## config.mk

```make
export PLATFORM = sky130hd
export DESIGN_NAME = rgb555_horizontal_5to8_scaler
export DESIGN_NICKNAME = d
export VERILOG_FILES = /design/src/hw/rtl/rgbs_pkg.sv /design/src/hw/rtl/rgb555_horizontal_5to8_scaler.sv /design/src/hw/rtl/rgbs_group_blend.sv
export SDC_FILE = /design/constraint.sdc
export NUM_CORES = 1
export LEC_CHECK = 0
export ABC_AREA = 1
export BUFFER_PORTS_ARGS = -buffer_cell sky130_fd_sc_hd__clkbuf_2
export CAP_MARGIN = 20
export CORE_UTILIZATION = 45
export CTS_CLUSTER_SIZE = 30
export DETAILED_ROUTE_END_ITERATION = 16
export PLACE_DENSITY = 0.69
export SLEW_MARGIN = 20
export SYNTH_ARGS = -nofsm -noshare
export SYNTH_HDL_FRONTEND = slang
export SYNTH_HIERARCHICAL = 1
export SYNTH_SLANG_ARGS = --single-unit
```

## constraint.sdc

```tcl
create_clock -name clk -period 12.45 [get_ports clk]
set_input_delay 2.49 -clock clk [delete_from_list [all_inputs] [get_ports clk]]
set_output_delay 2.49 -clock clk [all_outputs]
set_load 0.05 [all_outputs]
```

## src/hw/rtl/rgbs_pkg.sv

```systemverilog
`timescale 1ns / 1ps
// ----------------------------------------------------------------------------
// rgbs_pkg
// Types, constants and per-channel blend functions of the RGB555 5:8 scaler.
// ----------------------------------------------------------------------------
package rgbs_pkg;

    localparam int PIXEL_W    = 15;
    localparam int GROUP_SIZE = 5;
    localparam int GROUP_OUT  = 8;

    typedef logic [PIXEL_W-1:0] pixel_t;
    typedef logic [2:0]         weight_t;

    localparam pixel_t CHANNEL_MASK = 15'h7BDE;

    // blend weights in eighths toward the second pixel
    localparam weight_t W_1_8 = 3'd1;
    localparam weight_t W_2_8 = 3'd2;
    localparam weight_t W_3_8 = 3'd3;
    localparam weight_t W_4_8 = 3'd4;
    localparam weight_t W_5_8 = 3'd5;
    localparam weight_t W_6_8 = 3'd6;
    localparam weight_t W_7_8 = 3'd7;

    // per-channel floor average
    function automatic pixel_t avg15(input pixel_t a, input pixel_t b);
        avg15 = (a & b) + (((a ^ b) & CHANNEL_MASK) >> 1);
    endfunction

    function automatic pixel_t blend8(input pixel_t a, input pixel_t b, input weight_t w);
        pixel_t h;
        pixel_t r;
        h = avg15(a, b);
        case (w)
            W_1_8:   r = avg15(a, avg15(a, h));
            W_2_8:   r = avg15(a, h);
            W_3_8:   r = avg15(avg15(a, h), h);
            W_4_8:   r = h;
            W_5_8:   r = avg15(h, avg15(h, b));
            W_6_8:   r = avg15(h, b);
            default: r = avg15(avg15(h, b), b);
        endcase
        if (a == b)
        begin
            r = a;
        end
        blend8 = r;
    endfunction

endpackage

```

## src/hw/rtl/rgb555_horizontal_5to8_scaler.sv

```systemverilog
`timescale 1ns / 1ps
// ----------------------------------------------------------------------------
// rgb555_horizontal_5to8_scaler
// Horizontal 5:8 linear upscaler for RGB555 lines.
//
//   channel | signals                                   | moves
//   --------+-------------------------------------------+---------------------
//   src     | src_valid, src_ready, src_pixel           | one source pixel
//   out     | out_valid, out_ready, out_pixel,          | one output pixel
//           | group_last, line_end                      |
//
// The request that closes a group loads all eight blended pixels into an
// output shift bank in that cycle; the bank then delivers one pixel per
// cycle while out_ready is high, and each group of five requests yields
// eight output pixels. A closing request waits while the bank holds any
// pixel other than a final one that leaves in the same cycle.
// Reset clears the line position and empties the bank; the group registers
// are written before use.
// ----------------------------------------------------------------------------
module rgb555_horizontal_5to8_scaler #(
    parameter int LINE_PIXELS = 160
) (
    input  logic              clk,
    input  logic              rst_n,
    input  logic              src_valid,
    output logic              src_ready,
    input  rgbs_pkg::pixel_t  src_pixel,
    output logic              out_valid,
    input  logic              out_ready,
    output rgbs_pkg::pixel_t  out_pixel,
    output logic              group_last,
    output logic              line_end
);
    import rgbs_pkg::*;

    localparam int POS_W    = $clog2(LINE_PIXELS);
    localparam int FULL_END = (LINE_PIXELS / GROUP_SIZE) * GROUP_SIZE;
    localparam logic [POS_W-1:0] POS_LAST = POS_W'(LINE_PIXELS - 1);
    localparam logic [POS_W-1:0] POS_FULL = POS_W'(FULL_END);
    localparam logic [POS_W-1:0] POS_ONE  = POS_W'(1);
    localparam logic [2:0]       SLOT_LAST = 3'(GROUP_SIZE - 1);
    localparam logic [2:0]       IDX_LAST  = 3'(GROUP_OUT - 1);

    logic [POS_W-1:0] pos_reg, pos_next;
    logic [2:0]       slot_reg, slot_next;
    logic             busy_reg, busy_next;
    logic [2:0]       idx_reg, idx_next;
    logic             last_reg, last_next;

    pixel_t [GROUP_SIZE-1:0] group_reg;
    pixel_t [GROUP_SIZE-1:0] blend_group;
    pixel_t [GROUP_OUT-1:0]  blend_pixels;
    pixel_t [GROUP_OUT-1:0]  bank_reg, bank_next;

    logic src_fire, out_fire;
    logic close_mid, close_end, will_close, bank_free, load;

    // group closed by the first pixel of the next group
    assign close_mid  = (slot_reg == 3'd0) && (pos_reg != '0)
                        && (({1'b0, pos_reg}) <= ({1'b0, POS_FULL}));
    // line ends exactly on a group boundary
    assign close_end  = (pos_reg == POS_LAST) && (slot_reg == SLOT_LAST);
    assign will_close = close_mid || close_end;

    assign out_fire  = busy_reg && out_ready;
    assign bank_free = !busy_reg || (out_fire && (idx_reg == IDX_LAST));
    assign src_ready = !will_close || bank_free;
    assign src_fire  = src_valid && src_ready;
    assign load      = src_fire && will_close;

    always_comb
    begin
        blend_group = group_reg;
        if (close_end)
        begin
            blend_group[GROUP_SIZE-1] = src_pixel;
        end
    end

    rgbs_group_blend u_blend (
        .group  (blend_group),
        .next   (src_pixel),
        .pixels (blend_pixels)
    );

    always_comb
    begin
        pos_next  = pos_reg;
        slot_next = slot_reg;
        if (src_fire)
        begin
            if (pos_reg == POS_LAST)
            begin
                pos_next  = '0;
                slot_next = 3'd0;
            end
            else
            begin
                pos_next  = pos_reg + POS_ONE;
                slot_next = (slot_reg == SLOT_LAST) ? 3'd0 : slot_reg + 3'd1;
            end
        end
    end

    always_comb
    begin
        busy_next = busy_reg;
        idx_next  = idx_reg;
        last_next = last_reg;
        bank_next = bank_reg;
        if (out_fire)
        begin
            for (int i = 0; i < GROUP_OUT - 1; i++)
            begin
                bank_next[i] = bank_reg[i+1];
            end
            idx_next = idx_reg + 3'd1;
            if (idx_reg == IDX_LAST)
            begin
                busy_next = 1'b0;
            end
        end
        if (load)
        begin
            bank_next = blend_pixels;
            busy_next = 1'b1;
            idx_next  = 3'd0;
            last_next = close_end || (pos_reg == POS_FULL);
        end
    end

    always_ff @(posedge clk or negedge rst_n)
    begin
        if (!rst_n)
        begin
            pos_reg  <= '0;
            slot_reg <= 3'd0;
            busy_reg <= 1'b0;
            idx_reg  <= 3'd0;
            last_reg <= 1'b0;
        end
        else
        begin
            pos_reg  <= pos_next;
            slot_reg <= slot_next;
            busy_reg <= busy_next;
            idx_reg  <= idx_next;
            last_reg <= last_next;
        end
    end

    always_ff @(posedge clk)
    begin
        bank_reg <= bank_next;
        if (src_fire)
        begin
            group_reg[slot_reg] <= src_pixel;
        end
    end

    assign out_valid  = busy_reg;
    assign out_pixel  = bank_reg[0];
    assign group_last = (idx_reg == IDX_LAST);
    assign line_end   = (idx_reg == IDX_LAST) && last_reg;

endmodule

```

## src/hw/rtl/rgbs_group_blend.sv

```systemverilog
`timescale 1ns / 1ps
// ----------------------------------------------------------------------------
// rgbs_group_blend
// Turns a group of five source pixels and the next neighbour into eight
// output pixels at fixed eighth-step phases.
// ----------------------------------------------------------------------------
module rgbs_group_blend (
    input  rgbs_pkg::pixel_t [rgbs_pkg::GROUP_SIZE-1:0] group,
    input  rgbs_pkg::pixel_t                            next,
    output rgbs_pkg::pixel_t [rgbs_pkg::GROUP_OUT-1:0]  pixels
);
    import rgbs_pkg::*;

    always_comb
    begin
        pixels[0] = group[0];
        pixels[1] = blend8(group[0], group[1], W_5_8);
        pixels[2] = blend8(group[1], group[2], W_2_8);
        pixels[3] = blend8(group[1], group[2], W_7_8);
        pixels[4] = blend8(group[2], group[3], W_4_8);
        pixels[5] = blend8(group[3], group[4], W_1_8);
        pixels[6] = blend8(group[3], group[4], W_6_8);
        pixels[7] = blend8(group[4], next, W_3_8);
    end

endmodule

```

==> flow_summary.json <==
{
  "status": "finished, final reports clean",
  "hpwlAfterDp_mm": 55.8,
  "leakagePower_nw": 13.3,
  "antenna_cells": 0,
  "grt_max_degree": 107,
  "io-pin-count": 38,
  "clock_skew_ns": 0.0132,
  "rsz0062_at_grt": "false",
  "ys_types": 45,
  "drc": 0,
  "synth_compound_area_frac": 0.0545,
  "cts_setup_buffers": 0,
  "synthTopCellsByArea": "edfxtp_1 (25%), ha_1 (20%), nand2_1 (19%)",
  "critPathKind": "input port to register",
  "coreArea_mm2": 0.0516,
  "relSlewSlack": 0.302,
  "synth-xor-area-share": 0.0344,
  "dp.cells": 3979,
  "clockBufferDepth": 3,
  "fin_nets": 3742,
  "end_kind": "register",
  "syn_area_per_cell_um2": 7.06,
  "r2r-start": "pos_reg[0]$_DFFE_PN0P_",
  "cp-start-kind": "input port",
  "dp_slack_ns": 4.52,
  "fp.dieArea_mm2": 0.0535,
  "synth_top_family_by_area": "simple AND/OR/NAND/NOR gates",
  "hold_violations": 0,
  "cts_tree": "done",
  "muxShareOfSynthArea": 0.000952,
  "synthAdderAreaFrac": 0.214,
  "path_clk_slew_ns": 0.06,
  "root_buffer": "clkbuf_16",
  "gp_congestion": 0.970,
  "synth_largest_area_cell": "edfxtp_1",
  "stdcell_count": 4025,
  "yosysSeqAreaShare": 0.264,
  "slew_violations": 0,
  "cts_resized": 0,
  "final_core_util": 0.486,
  "start_util": 0.458,
  "slowest_delay_ns": 0.46,
  "clk-insertion-delay-late_ns": 0.56,
  "period_share": 0.595,
  "io_buffer_count": 37,
  "max_cap_violations": 0,
  "cp_max_fo": 7,
  "min_from": "last_reg$_DFFE_PN0N_",
  "setup_viol": 0,
  "slowest_stage": "fa_1",
  "grt_overflow": 0,
  "num_rows": 83,
  "synth_warnings": 6,
  "stdcell_area_mm2": 0.0251,
  "grtUsageTotal": 0.263,
  "yosys.area_share.simple": 0.345,
  "syn_area_mm2": 0.0237,
  "ant_nets": 0,
  "crit_family": "adder cells",
  "drive_above_1_share": 0.0422,
  "grt_pass1_wl_mm": 111,
  "period_minus_slack_ns": 7.41,
  "cp.required_ns": 12.77,
  "grt_pass1_vias": 20837,
  "cts-htree-levels": 1,
  "synth_cells": 3352,
  "place_area_mm2": 0.0242,
  "synth_top_area_frac": 0.248,
  "wl_mm": 70.2,
  "area_growth_pct": 5.95,
  "synth_nets": 3767,
  "power.total_mw": 7.57,
  "fin_setup_tns_ns": 0,
  "crit_start": "src_pixel[1]",
  "vias": 21797,
  "cts_buffers": 25,
  "initialDrtViolationCount": 1788,
  "peakVddDrop_mv": 0.157,
  "drt-pass1-iter-count": 6,
  "wl_per_cell_um": 17.4,
  "setup_ws_ns": 5.04,
  "antenna_found_initial": 1,
  "hold_path.class": "register to register",
  "via_per_inst": 5.42,
  "max_freq_mhz": 135,
  "cp.arrival_ns": 7.72,
  "die_h_um": 231,
  "p_per_area_mw_per_mm2": 302,
  "tightest_slew_ns": 1.04,
  "num-fill-cells": 5291,
  "ctsHoldBuffers": 0,
  "dieWidth_um": 231,
  "critPathBufInv": 3,
  "crit_path_frequent_cell": "nand2_1",
  "largest_register_ffs": 105,
  "clock-sinks": 211,
  "hold_ws_ns": 0.484,
  "ys_ff_latch": 211
}
==> layout make-up <==
| type | count | area, um^2 | area share |
|---|---|---|---|
| clock buffers | 27 | 633 | 0.0253 |
| clock inverters | 18 | 161 | 0.00644 |
| inverters | 389 | 1460 | 0.0583 |
| multi-input cells | 2651 | 15400 | 0.615 |
| flip-flops and latches | 211 | 6260 | 0.250 |
| well taps | 680 | 851 | 0.0340 |
| repair buffers | 49 | 290 | 0.0116 |
==> per-layer routing <==
metal | GRT usage | wire (um) | vias up | share of wire
met3 | 0.0253 | 3640 | 147 | 0.052
met1 | 0.319 | 29200 | 9948 | 0.42
li1 | - | - | 11052 | -
met5 | 0 | 0 | - | 0
met4 | 0.118 | 3480 | 0 | 0.050
met2 | 0.470 | 33900 | 650 | 0.48
==> cells by family after synthesis <==
group | count (synthesis)
AO/OA/AOI/OAI | 244
XOR/XNOR | 93
adder cells (fa/ha/maj) | 396
buffers and inverters | 490
flip-flops | 211
multiplexers | 2
AND/OR/NAND/NOR | 1916
==> synthesized netlist by cell type (all sizes together) <==
| master | count |
|---|---|
| or2 | 18 |
| xor2 | 65 |
| nand3 | 290 |
| o21bai | 9 |
| fa | 15 |
| o21a | 4 |
| buf | 69 |
| a21oi | 123 |
| nand2 | 1170 |
| nand3b | 11 |
| edfxtp | 195 |
| nand4 | 127 |
| clkbuf | 32 |
| o21ai | 102 |
| dfrtp | 16 |
| mux2 | 2 |
| nor2 | 255 |
| ha | 381 |
| o211ai | 4 |
| xnor2 | 28 |
| a31oi | 1 |
| a21o | 1 |
| nor3 | 29 |
| inv | 389 |
| nor4 | 8 |
| and2 | 7 |
| and3 | 1 |
==> path summary, 6_finish.rpt <==
check                                         end  slack (ns)  cells after the start
max                        bank_reg[89]$_DFFE_PP_        5.04                     31
min                          last_reg$_DFFE_PN0N_        0.48                      2
max reg2reg                bank_reg[89]$_DFFE_PP_        5.60                     35
min reg2reg                  last_reg$_DFFE_PN0N_        0.48                      2
max in group asynchronous  pos_reg[4]$_DFFE_PN0P_       10.29                      1
min in group asynchronous  idx_reg[2]$_DFFE_PN0P_        1.86                      1
==> placed cells by master, fill, tap and decap left out, types with 3 or more instances in the layout <==
cell / instances
o211ai_1: 4
clkbuf_16: 25
nand4_1: 127
nor4_1: 4
clkbuf_2: 36
nand2_4: 4
ha_1: 381
o21bai_1: 9
nor3_1: 27
o21a_1: 4
buf_4: 12
nor2_1: 245
o21ai_0: 93
nor4_2: 3
nand3_2: 8
inv_1: 387
fa_1: 15
edfxtp_1: 195
nand3b_1: 10
nor2_2: 8
nand2_1: 1164
clkinv_1: 6
and2_1: 7
or2_2: 13
clkinv_2: 5
a21oi_1: 118
xor2_1: 65
dfrtp_1: 16
o21ai_1: 8
or2_1: 4
a21oi_2: 5
xnor2_1: 28
nand3_1: 281
==> power by group <==
part	switching (mW)	internal, mW
Combinational	3.64	1.98
Clock	0.314	0.412
Sequential	0.131	1.10
Total	4.09	3.48
==> worst min-delay path: stages, from the launching register on <==
cell	delay [ns]
dfrtp_1	0.34
nand2_1	0.06
nand2_1	0.05
Power figures use the tool's default switching activity.
